--- config.mk ---
export PLATFORM = sky130hd
export DESIGN_NAME = two_axis_easing_interpolator_top
export DESIGN_NICKNAME = d
export VERILOG_FILES = /design/src/teip_pkg.sv /design/src/teip_mul.sv /design/src/teip_div.sv /design/src/teip_sqrt.sv /design/src/two_axis_easing_interpolator_top.sv
export SDC_FILE = /design/constraint.sdc
export NUM_CORES = 2
export LEC_CHECK = 0
export BUFFER_PORTS_ARGS = -buffer_cell sky130_fd_sc_hd__clkbuf_2
export CAP_MARGIN = 10
export CORE_MARGIN = 8
export CORE_UTILIZATION = 37
export DETAILED_ROUTE_END_ITERATION = 8
export RECOVER_POWER = 100
export REMOVE_ABC_BUFFERS = 1
export SLEW_MARGIN = 30
export SYNTH_ARGS = -nofsm -noshare
export SYNTH_HDL_FRONTEND = slang
export SYNTH_SLANG_ARGS = --single-unit
--- constraint.sdc ---
create_clock -name clk -period 11.2 [get_ports clk]
set_input_delay 0 -clock clk [delete_from_list [all_inputs] [get_ports clk]]
set_output_delay 0 -clock clk [all_outputs]
set_load 0.02 [all_outputs]
--- src/teip_pkg.sv ---
// Shared types and constants of the two-axis easing interpolator.
// No dependencies.
package teip_pkg;

  // Configuration register indexes.
  localparam logic [2:0] CFG_DURATION   = 3'd0;
  localparam logic [2:0] CFG_START_X    = 3'd1;
  localparam logic [2:0] CFG_START_Y    = 3'd2;
  localparam logic [2:0] CFG_END_X      = 3'd3;
  localparam logic [2:0] CFG_END_Y      = 3'd4;
  localparam logic [2:0] CFG_CURVE_MODE = 3'd5;

  // Curve codes.
  localparam logic [2:0] CURVE_CIRC     = 3'd0;
  localparam logic [2:0] CURVE_SINE     = 3'd1;
  localparam logic [2:0] CURVE_CUBIC    = 3'd2;
  localparam logic [2:0] CURVE_QUINTIC  = 3'd3;
  localparam logic [2:0] CURVE_PINGPONG = 3'd4;
  localparam logic [2:0] CURVE_LINEAR   = 3'd5;

  localparam logic [16:0] Q16_ONE     = 17'h10000;
  localparam logic [16:0] Q16_HALF    = 17'h08000;
  localparam logic [30:0] HALF_PI_Q30 = 31'd1686629713;
  localparam logic [30:0] ONE_Q30     = 31'h4000_0000;

  // Rounded-up reciprocals for the constant divides of the sine series.
  // Each is exact for dividends below 2^30: 2^36/42, 2^35/20 and 2^33/6.
  localparam logic [30:0] RECIP_42 = 31'd1636178018;
  localparam logic [30:0] RECIP_20 = 31'd1717986919;
  localparam logic [30:0] RECIP_6  = 31'd1431655766;

  // Request to the shared divider.
  typedef struct packed {
    logic        start;
    logic [33:0] dividend;
    logic [15:0] divisor;
  } div_req_t;

  // Request to the square root unit.
  typedef struct packed {
    logic        start;
    logic [32:0] value;
  } sqrt_req_t;

endpackage

--- src/teip_mul.sv ---
// Shared registered multiplier of the easing interpolator.
// No package dependencies.
module teip_mul (
  input  logic        clk,
  input  logic [33:0] a,
  input  logic [33:0] b,
  output logic [67:0] prod_r
);

  // One product per cycle, registered.
  always_ff @(posedge clk) begin
    prod_r <= {34'd0, a} * {34'd0, b};
  end

endmodule

--- src/teip_div.sv ---
// Restoring divider, one quotient bit per cycle, 34-bit dividend by 16-bit divisor.
// Depends on teip_pkg.
module teip_div (
  input  logic               clk,
  input  logic               rst_n,
  input  teip_pkg::div_req_t req,
  output logic [33:0]        quot,
  output logic               done
);

  logic [15:0] rem_r, rem_nxt;
  logic [33:0] quo_r, quo_nxt;
  logic [15:0] dvs_r;
  logic [5:0]  cnt_r;
  logic        busy_r, done_r;
  logic [16:0] trial;
  logic        take;

  // Trial subtraction of one step.
  always_comb begin
    trial   = {rem_r, quo_r[33]};
    take    = trial >= {1'b0, dvs_r};
    rem_nxt = take ? 16'(trial - {1'b0, dvs_r}) : trial[15:0];
    quo_nxt = {quo_r[32:0], take};
  end

  // Control of the iteration.
  always_ff @(posedge clk) begin
    if (!rst_n) begin
      busy_r <= 1'b0;
      done_r <= 1'b0;
      cnt_r  <= 6'd0;
    end else begin
      done_r <= 1'b0;
      if (req.start) begin
        busy_r <= 1'b1;
        cnt_r  <= 6'd33;
      end else if (busy_r) begin
        cnt_r <= cnt_r - 6'd1;
        if (cnt_r == 6'd0) begin
          busy_r <= 1'b0;
          done_r <= 1'b1;
        end
      end
    end
  end

  // Datapath of the iteration.
  always_ff @(posedge clk) begin
    if (req.start) begin
      rem_r <= 16'd0;
      quo_r <= req.dividend;
      dvs_r <= req.divisor;
    end else if (busy_r) begin
      rem_r <= rem_nxt;
      quo_r <= quo_nxt;
    end
  end

  assign quot = quo_r;
  assign done = done_r;

endmodule

--- src/teip_sqrt.sv ---
// Bit-pair integer square root of a 33-bit value, one result bit per cycle.
// Depends on teip_pkg.
module teip_sqrt (
  input  logic                clk,
  input  logic                rst_n,
  input  teip_pkg::sqrt_req_t req,
  output logic [16:0]         root,
  output logic                done
);

  logic [32:0] v_r;
  logic [33:0] r_r, bit_r;
  logic        busy_r, done_r;
  logic [33:0] t;
  logic        take;

  assign t    = r_r + bit_r;
  assign take = {1'b0, v_r} >= t;

  // Control of the iteration.
  always_ff @(posedge clk) begin
    if (!rst_n) begin
      busy_r <= 1'b0;
      done_r <= 1'b0;
    end else begin
      done_r <= 1'b0;
      if (req.start) begin
        busy_r <= 1'b1;
      end else if (busy_r && bit_r[0]) begin
        busy_r <= 1'b0;
        done_r <= 1'b1;
      end
    end
  end

  // Datapath of the iteration.
  always_ff @(posedge clk) begin
    if (req.start) begin
      v_r   <= req.value;
      r_r   <= 34'd0;
      bit_r <= 34'h1_0000_0000;
    end else if (busy_r) begin
      if (take) begin
        v_r <= 33'(({1'b0, v_r}) - t);
        r_r <= (r_r >> 1) + bit_r;
      end else begin
        r_r <= r_r >> 1;
      end
      bit_r <= bit_r >> 2;
    end
  end

  assign root = r_r[16:0];
  assign done = done_r;

endmodule

--- src/two_axis_easing_interpolator_top.sv ---
// Top level of the two-axis easing interpolator: sequencer, registers, output stage.
// Depends on teip_pkg, teip_mul, teip_div and teip_sqrt.

// Each tick transaction is worked on alone by a sequencer around one shared
// multiplier, a one-bit-per-cycle divider for the progress and a square root
// unit. Each item runs the progress divide and the ease step; linear then goes
// straight to the two position multiplies, while ping-pong, cubic, quintic,
// sine, whose Taylor series divides by constants through reciprocal multiplies,
// and circular, which waits on the 17-step root, add their own steps first.
// in_ready is high only while the sequencer is idle; a finished result waits
// in the output register while the next tick is taken, and the sequencer holds
// its last step until that register is free.
module two_axis_easing_interpolator_top (
  input  logic        clk,
  input  logic        rst_n,
  input  logic        in_valid,
  output logic        in_ready,
  input  logic [15:0] in_tick_time,
  output logic        out_valid,
  input  logic        out_ready,
  output logic signed [15:0] out_pos_x,
  output logic signed [15:0] out_pos_y,
  output logic [16:0] out_progress_fraction,
  output logic        out_finished,
  input  logic        cfg_we,
  input  logic [2:0]  cfg_index,
  input  logic [15:0] cfg_data
);

  typedef enum logic [22:0] {
    ST_IDLE = 23'd1 << 0,  ST_DIVP = 23'd1 << 1,  ST_EASE = 23'd1 << 2,
    ST_PP2  = 23'd1 << 3,  ST_PP3  = 23'd1 << 4,  ST_C2   = 23'd1 << 5,
    ST_C3   = 23'd1 << 6,  ST_Q2   = 23'd1 << 7,  ST_Q3   = 23'd1 << 8,
    ST_Q4   = 23'd1 << 9,  ST_CI2  = 23'd1 << 10, ST_CIW  = 23'd1 << 11,
    ST_SX2  = 23'd1 << 12, ST_SH0  = 23'd1 << 13, ST_SHW  = 23'd1 << 14,
    ST_SHD  = 23'd1 << 15, ST_SS   = 23'd1 << 16, ST_SSS  = 23'd1 << 17,
    ST_SSE  = 23'd1 << 18, ST_FINH = 23'd1 << 19, ST_PX   = 23'd1 << 20,
    ST_PY   = 23'd1 << 21, ST_PD   = 23'd1 << 22
  } state_t;

  state_t state_r, state_nxt;

  logic [15:0] dur_r, elapsed_r;
  logic signed [15:0] sx_r, sy_r, ex_r, ey_r;
  logic [2:0]  mode_r;
  logic [16:0] p_r, e_r, h_r;
  logic        fin_r;
  logic [30:0] x_r, c_r;
  logic [31:0] x2_r;
  logic [1:0]  k_r;
  logic signed [15:0] px_r;

  logic        out_valid_r;
  logic signed [15:0] out_x_r, out_y_r;
  logic [16:0] out_p_r;
  logic        out_f_r;

  logic [33:0] mul_a, mul_b;
  logic [67:0] prod;
  teip_pkg::div_req_t  dreq;
  teip_pkg::sqrt_req_t sreq;
  logic [33:0] quot;
  logic        div_done, sqrt_done;
  logic [16:0] root;

  teip_mul u_mul (.clk(clk), .a(mul_a), .b(mul_b), .prod_r(prod));
  teip_div u_div (.clk(clk), .rst_n(rst_n), .req(dreq), .quot(quot), .done(div_done));
  teip_sqrt u_sqrt (.clk(clk), .rst_n(rst_n), .req(sreq), .root(root), .done(sqrt_done));

  // Tick accumulation and clamping.
  logic [15:0] dur;
  logic [16:0] acc;
  logic        over;
  logic [15:0] acc_c;
  assign dur   = (dur_r == 16'd0) ? 16'd1 : dur_r;
  assign acc   = {1'b0, elapsed_r} + {1'b0, in_tick_time};
  assign over  = acc > {1'b0, dur};
  assign acc_c = over ? dur : acc[15:0];

  // Curve helpers derived from the progress.
  logic        low;
  logic [16:0] nl, u, pp, m0, m;
  logic [23:0] p100;
  logic [30:0] rq, cq;
  assign low  = p_r <= teip_pkg::Q16_HALF;
  assign nl   = teip_pkg::Q16_ONE - p_r;
  assign u    = low ? {p_r[15:0], 1'b0} : {nl[15:0], 1'b0};
  assign pp   = low ? p_r : nl;
  assign p100 = {p_r, 6'd0} + {1'b0, p_r, 5'd0} + {5'd0, p_r, 2'd0};
  assign m0   = p100[16:0];
  assign m    = (m0 > teip_pkg::Q16_ONE) ? 17'(18'h20000 - {1'b0, m0}) : m0;

  // Quotient of the current series divide, taken from the reciprocal product.
  assign rq = (k_r == 2'd0) ? prod[66:36] :
              (k_r == 2'd1) ? prod[65:35] : prod[63:33];
  assign cq = teip_pkg::ONE_Q30 - rq;

  // Axis spans and their magnitudes.
  logic signed [16:0] dx, dy;
  logic [16:0] adx, ady;
  assign dx  = 17'(ex_r) - 17'(sx_r);
  assign dy  = 17'(ey_r) - 17'(sy_r);
  assign adx = dx[16] ? 17'(-dx) : dx;
  assign ady = dy[16] ? 17'(-dy) : dy;

  // Rounded, saturated position from the span magnitude product.
  function automatic logic signed [15:0] place(input logic signed [15:0] from,
                                               input logic neg,
                                               input logic [33:0] mag);
    logic signed [35:0] v;
    logic signed [35:0] n;
    logic signed [19:0] d;
    logic signed [20:0] r;
    v = neg ? -$signed({2'b00, mag}) : $signed({2'b00, mag});
    n = v + 36'sd32768;
    d = 20'(n >>> 16);
    r = 21'(from) + 21'(d);
    if (r > 21'sd32767) r = 21'sd32767;
    if (r < -21'sd32768) r = -21'sd32768;
    return r[15:0];
  endfunction

  // Multiplier operand selection.
  always_comb begin
    mul_a = 34'd0;
    mul_b = 34'd0;
    unique case (state_r)
      ST_EASE: begin
        if (mode_r == teip_pkg::CURVE_PINGPONG) begin
          mul_a = 34'(m);
          mul_b = 34'(m);
        end else if (mode_r == teip_pkg::CURVE_SINE) begin
          mul_a = 34'(pp);
          mul_b = 34'(teip_pkg::HALF_PI_Q30);
        end else begin
          mul_a = 34'(u);
          mul_b = 34'(u);
        end
      end
      ST_PP2: begin
        mul_a = prod[33:0];
        mul_b = 34'(18'd196608 - {m, 1'b0});
      end
      ST_C2: begin
        mul_a = prod[33:0];
        mul_b = 34'(u);
      end
      ST_Q2: begin
        mul_a = 34'(prod[32:16]);
        mul_b = 34'(prod[32:16]);
      end
      ST_Q3: begin
        mul_a = 34'(prod[32:16]);
        mul_b = 34'(u);
      end
      ST_SX2: begin
        mul_a = 34'(prod[46:16]);
        mul_b = 34'(prod[46:16]);
      end
      ST_SH0: begin
        mul_a = 34'(prod[61:30]);
        mul_b = 34'(teip_pkg::RECIP_42);
      end
      ST_SHW: begin
        mul_a = 34'(x2_r);
        mul_b = 34'(cq);
      end
      ST_SHD: begin
        mul_a = 34'(prod[60:30]);
        mul_b = (k_r == 2'd0) ? 34'(teip_pkg::RECIP_20) : 34'(teip_pkg::RECIP_6);
      end
      ST_SS: begin
        mul_a = 34'(x_r);
        mul_b = 34'(c_r);
      end
      ST_SSS: begin
        mul_a = 34'(prod[60:30]);
        mul_b = 34'(prod[60:30]);
      end
      ST_PX: begin
        mul_a = 34'(adx);
        mul_b = 34'(e_r);
      end
      ST_PY, ST_PD: begin
        mul_a = 34'(ady);
        mul_b = 34'(e_r);
      end
      default: begin
        mul_a = 34'd0;
        mul_b = 34'd0;
      end
    endcase
  end

  // Divider and root requests.
  always_comb begin
    dreq = '0;
    sreq = '0;
    if (state_r == ST_IDLE && in_valid) begin
      dreq.start    = 1'b1;
      dreq.dividend = {2'b00, acc_c, 16'd0};
      dreq.divisor  = dur;
    end
    if (state_r == ST_CI2) begin
      sreq.start = 1'b1;
      sreq.value = 33'h1_0000_0000 - prod[32:0];
    end
  end

  // Sequencer next state.
  always_comb begin
    state_nxt = state_r;
    unique case (state_r)
      ST_IDLE: if (in_valid) state_nxt = ST_DIVP;
      ST_DIVP: if (div_done) state_nxt = ST_EASE;
      ST_EASE: begin
        case (mode_r)
          teip_pkg::CURVE_CIRC:     state_nxt = ST_CI2;
          teip_pkg::CURVE_SINE:     state_nxt = ST_SX2;
          teip_pkg::CURVE_CUBIC:    state_nxt = ST_C2;
          teip_pkg::CURVE_QUINTIC:  state_nxt = ST_Q2;
          teip_pkg::CURVE_PINGPONG: state_nxt = ST_PP2;
          default:                  state_nxt = ST_PX;
        endcase
      end
      ST_PP2:  state_nxt = ST_PP3;
      ST_PP3:  state_nxt = ST_PX;
      ST_C2:   state_nxt = ST_C3;
      ST_C3:   state_nxt = ST_FINH;
      ST_Q2:   state_nxt = ST_Q3;
      ST_Q3:   state_nxt = ST_Q4;
      ST_Q4:   state_nxt = ST_FINH;
      ST_CI2:  state_nxt = ST_CIW;
      ST_CIW:  if (sqrt_done) state_nxt = ST_FINH;
      ST_SX2:  state_nxt = ST_SH0;
      ST_SH0:  state_nxt = ST_SHW;
      ST_SHW:  state_nxt = (k_r == 2'd2) ? ST_SS : ST_SHD;
      ST_SHD:  state_nxt = ST_SHW;
      ST_SS:   state_nxt = ST_SSS;
      ST_SSS:  state_nxt = ST_SSE;
      ST_SSE:  state_nxt = ST_FINH;
      ST_FINH: state_nxt = ST_PX;
      ST_PX:   state_nxt = ST_PY;
      ST_PY:   state_nxt = ST_PD;
      ST_PD:   if (!out_valid_r || out_ready) state_nxt = ST_IDLE;
      default: state_nxt = ST_IDLE;
    endcase
  end

  // Control registers.
  always_ff @(posedge clk) begin
    if (!rst_n) begin
      state_r     <= ST_IDLE;
      elapsed_r   <= 16'd0;
      out_valid_r <= 1'b0;
      dur_r       <= 16'd1;
      sx_r        <= 16'sd0;
      sy_r        <= 16'sd0;
      ex_r        <= 16'sd0;
      ey_r        <= 16'sd0;
      mode_r      <= teip_pkg::CURVE_LINEAR;
    end else begin
      state_r <= state_nxt;
      if (state_r == ST_IDLE && in_valid) elapsed_r <= acc_c;
      if (state_r == ST_PD && (!out_valid_r || out_ready)) begin
        out_valid_r <= 1'b1;
      end else if (out_ready) begin
        out_valid_r <= 1'b0;
      end
      if (cfg_we) begin
        case (cfg_index)
          teip_pkg::CFG_DURATION:   dur_r  <= cfg_data;
          teip_pkg::CFG_START_X:    sx_r   <= $signed(cfg_data);
          teip_pkg::CFG_START_Y:    sy_r   <= $signed(cfg_data);
          teip_pkg::CFG_END_X:      ex_r   <= $signed(cfg_data);
          teip_pkg::CFG_END_Y:      ey_r   <= $signed(cfg_data);
          teip_pkg::CFG_CURVE_MODE: mode_r <= cfg_data[2:0];
          default: ;
        endcase
      end
    end
  end

  // Datapath registers.
  always_ff @(posedge clk) begin
    if (state_r == ST_IDLE && in_valid) fin_r <= over;
    if (state_r == ST_DIVP && div_done) p_r <= quot[16:0];
    if (state_r == ST_EASE) begin
      e_r <= p_r;
      k_r <= 2'd0;
    end
    if (state_r == ST_PP3)  e_r  <= prod[48:32];
    if (state_r == ST_C3)   h_r  <= prod[49:33];
    if (state_r == ST_Q4)   h_r  <= prod[33:17];
    if (state_r == ST_CIW)  h_r  <= 17'((teip_pkg::Q16_ONE - root) >> 1);
    if (state_r == ST_SX2)  x_r  <= prod[46:16];
    if (state_r == ST_SH0)  x2_r <= prod[61:30];
    if (state_r == ST_SHW)  c_r  <= cq;
    if (state_r == ST_SHD)  k_r  <= k_r + 2'd1;
    if (state_r == ST_SH0)  k_r  <= 2'd0;
    if (state_r == ST_SSE)  h_r  <= 17'((prod[60:0] + 61'h800_0000_0000) >> 44);
    if (state_r == ST_FINH) e_r  <= low ? h_r : 17'(teip_pkg::Q16_ONE - h_r);
    if (state_r == ST_PY)   px_r <= place(sx_r, dx[16], prod[33:0]);
    if (state_r == ST_PD && (!out_valid_r || out_ready)) begin
      out_x_r <= px_r;
      out_y_r <= place(sy_r, dy[16], prod[33:0]);
      out_p_r <= p_r;
      out_f_r <= fin_r;
    end
  end

  assign in_ready              = state_r == ST_IDLE;
  assign out_valid             = out_valid_r;
  assign out_pos_x             = out_x_r;
  assign out_pos_y             = out_y_r;
  assign out_progress_fraction = out_p_r;
  assign out_finished          = out_f_r;

endmodule

==> flow_metrics.py <==
metrics = {
    "run_status": {
        "status": "complete, but fails checks",
        "failed_checks": "capacitance limit, slew limit, setup timing",
    },
    "clocking": {
        "cts_buffers": 61,
        "h-tree-depth": 2,
        "insertion_delay_ps": 710,
        "clockBufferDepth": 3,
        "clk_pin_slew_ps": 60,
        "root_buffer": "clkbuf_16",
        "cts_tree": "yes",
        "cts.sinks": 564,
    },
    "pwr": {
        "leakage_nw": 39.4,
        "vdd_ir_drop_max_uv": 129,
        "p_per_area_nw_per_um2": 106,
        "p_total_mw": 9.30,
    },
    "setup_path": {
        "cp_slowest_cell": "fa_1",
        "r2r_slack_ps": -270,
        "reg2reg_from": "p_r[1]",
        "cp-endpoint": "u_mul.prod_r[64]",
        "r2r_cells": 48,
        "cp.required_ps": 11770,
        "arrival_ps": 12050,
        "critPathMaxStageDelay_ps": 570,
        "endpoint_kind": "flop",
        "crit_fanout": 6,
        "r2r_end": "u_mul.prod_r[64]",
        "crit_path_start_kind": "flop",
        "crit_start": "p_r[1]",
        "critPathKind": "flop to flop",
        "crit_path_frequent_cell": "fa_1",
    },
    "floorplan": {
        "start_util_pct": 37.2,
        "die_w_um": 466,
        "placement_rows": 165,
        "coreArea_um2": 202000,
        "num_io_pins": 92,
        "die-area_um2": 218000,
        "chipHeight_um": 466,
    },
    "final_layout": {
        "drive_gt1_share_pct": 12.4,
        "nNetsFinal": 10886,
        "fin_area_um2": 87700,
        "final_cell_mix": "inv_1 (1,304), nand2_1 (1,190), fa_1 (1,012)",
        "n_fill_cell": 19960,
        "synthToLayoutAreaGrowth_pct": 16.8,
        "mostFrequentLayoutCell": "inv_1",
        "fin_cells": 12034,
        "utilization_pct": 43.4,
    },
    "synthesis": {
        "yosysWarnings": 0,
        "synth_seq_cells": 564,
        "netlist_area_um2": 75000,
        "syn_avg_cell_area_um2": 8.73,
        "syn_inst": 8592,
        "synth_ff_type": "edfxtp_1",
        "synthDistinctLibCells": 107,
        "synth_edf_count": 295,
        "ys_seq_area_share_pct": 19.0,
        "async_reset_ff_share_pct": 0,
    },
    "timing": {
        "skew_ps": 41.5,
        "worst_pin_slew_ps": 3910,
        "rsz0062_at_grt": "true",
        "slew_headroom_pct": -161,
        "finalHoldViolations": 0,
        "whs_ps": 57.0,
        "finalCritPeriodShare_pct": 102,
        "setup_violations": 21,
        "finalCriticalPeriod_ps": 11470,
        "drv_slew": 524,
        "timing.final.ws_setup_ps": -272,
        "fmax_mhz": 87.2,
    },
    "placed_design": {
        "gp_congestion": 1.00,
        "dp_hpwl_um": 211000,
        "place_area_um2": 83900,
        "numPortBuffers": 91,
        "place_inst": 11827,
    },
    "global_route": {
        "antenna_found_initial": 7,
        "grt_pass1_vias": 66633,
        "grt_first_pass_wirelength_um": 401000,
        "grtUsageTotal_pct": 23.6,
        "grt_start_max_net_pins": 102,
        "overflow": 0,
    },
    "detailed_routing": {
        "wl_um": 262000,
        "viasPerCell": 5.38,
        "ant_nets": 0,
        "vias": 64787,
        "drc_errors": 0,
        "routedWlPerCell_um": 21.8,
        "firstDrtPassIters": 9,
        "drtIter0Drc": 5748,
    },
    "min_path": {
        "hold_path.class": "input port to flop",
        "holdPathStages": 5,
    },
    "run": {
        "maxCapViolCount": 17,
    },
}
metal layers:
layer | global-route usage (%) | up-vias | routed length [um] | part of all wire (%)
met5 | 0 | - | 12 | 0.0046
met4 | 9.03 | 2 | 12000 | 4.6
met3 | 3.95 | 608 | 20600 | 7.9
met2 | 38.5 | 2494 | 119000 | 46
met1 | 31.6 | 32395 | 110000 | 42
li1 | - | 29288 | - | -
report_power, final:
| part | total [mW] | switching, mW | internal [mW] | leakage (nW) |
|---|---|---|---|---|
| clock network | 2.18 | 0.992 | 1.19 | 1.05 |
| registers | 2.79 | 0.290 | 2.50 | 4.93 |
| logic | 4.32 | 2.56 | 1.76 | 33.4 |
| total | 9.30 | 3.85 | 5.45 | 39.4 |
Yosys cell counts, types with 111 or more instances:
cell	count	area share (%)
xor2_1	180	2.1
inv_1	1315	6.6
nor2_1	737	3.7
mux2i_1	113	1.5
ha_1	503	8.4
clkbuf_1	311	1.6
nand3_1	111	0.74
edfxtp_1	295	12
o21ai_0	265	1.8
fa_1	1038	28
a21oi_1	383	2.6
dfxtp_1	269	7.2
nand2_1	1197	6.0
nor3_1	113	0.75
xnor2_1	261	3.0
logic make-up after synthesis:
| kind of cell | Yosys count | share of synthesized area (%) |
|---|---|---|
| and+or+nand+nor | 2747 | 16.5 |
| muxes | 128 | 1.74 |
| buffers and inverters | 1750 | 8.98 |
| xor gates and xnor gates | 444 | 5.22 |
| adders and majority gates | 1541 | 36.1 |
| AOI/OAI and AO/OA | 1416 | 12.5 |
| other | 2 | 0.0100 |
| DFF | 564 | 19.0 |
what timing repair did:
action                                 4_1_cts  5_1_grt
setup endpoints to repair                   37       35
pin swaps                                   85       77
gates cloned                                 3        0
hold buffers                                30        0
resized for setup                          222       75
endpoints found under the hold margin      107        0
buffers inserted                            34       21
critical path: cells and delay by family, from the launching register on:
| kind | cells | cell delay [ps] |
|---|---|---|
| flops | 1 | 350 |
| fa+ha+maj | 12 | 5690 |
| buf+inv | 14 | 1500 |
| simple gates | 7 | 960 |
| compound gates | 13 | 2550 |
| xor+xnor | 2 | 270 |
how the worst min path moves through the flow:
stage | start | endpoint | slack, ps
after floorplan | rst_n | mode_r[0] | 60
after global placement | cfg_data[13] | sx_r[13] | 350
after detailed placement | cfg_data[13] | ey_r[13] | 360
after CTS | in_tick_time[2] | elapsed_r[2] | 10
after global routing | in_tick_time[2] | elapsed_r[2] | 60
final | in_tick_time[2] | elapsed_r[2] | 60
through the flow:
| stage | worst slack, ps | setup TNS (ps) |
|---|---|---|
| 6_report | -272 | -2860 |
| 5_1_grt | -682 | -14670 |
| 4_1_cts | -256 | -780 |
| 3_5_place_dp | -1450 | -25480 |
| 3_3_place_gp | -1410 | -25660 |
| 2_1_floorplan | -1650 | -32680 |
registers in the layout, indices dropped and copies added, names as in the netlist, 17 cells and up:
register and cells:
c_r 31, e_r 17, h_r 17, out_progress_fraction 17, p_r 17, state_r 23
u_div.quot 34, u_mul.prod_r 67, u_sqrt.bit_r 17, u_sqrt.r_r 34, u_sqrt.v_r 33, x2_r 32
x_r 31
area by class of cell:
| type | instances | area, um^2 | share of cell area [%] |
|---|---|---|---|
| Timing Repair Buffer | 954 | 7250 | 8.27 |
| Inverter | 1316 | 4940 | 5.63 |
| Tap cell | 2672 | 3340 | 3.81 |
| Multi-Input combinational cell | 6408 | 55700 | 63.6 |
| Clock buffer | 73 | 1730 | 1.97 |
| Clock inverter | 43 | 423 | 0.482 |
| Sequential cell | 564 | 14200 | 16.2 |
| Antenna cell | 4 | 10.0 | 0.0114 |
No activity file was read; power rests on OpenSTA's default activity.
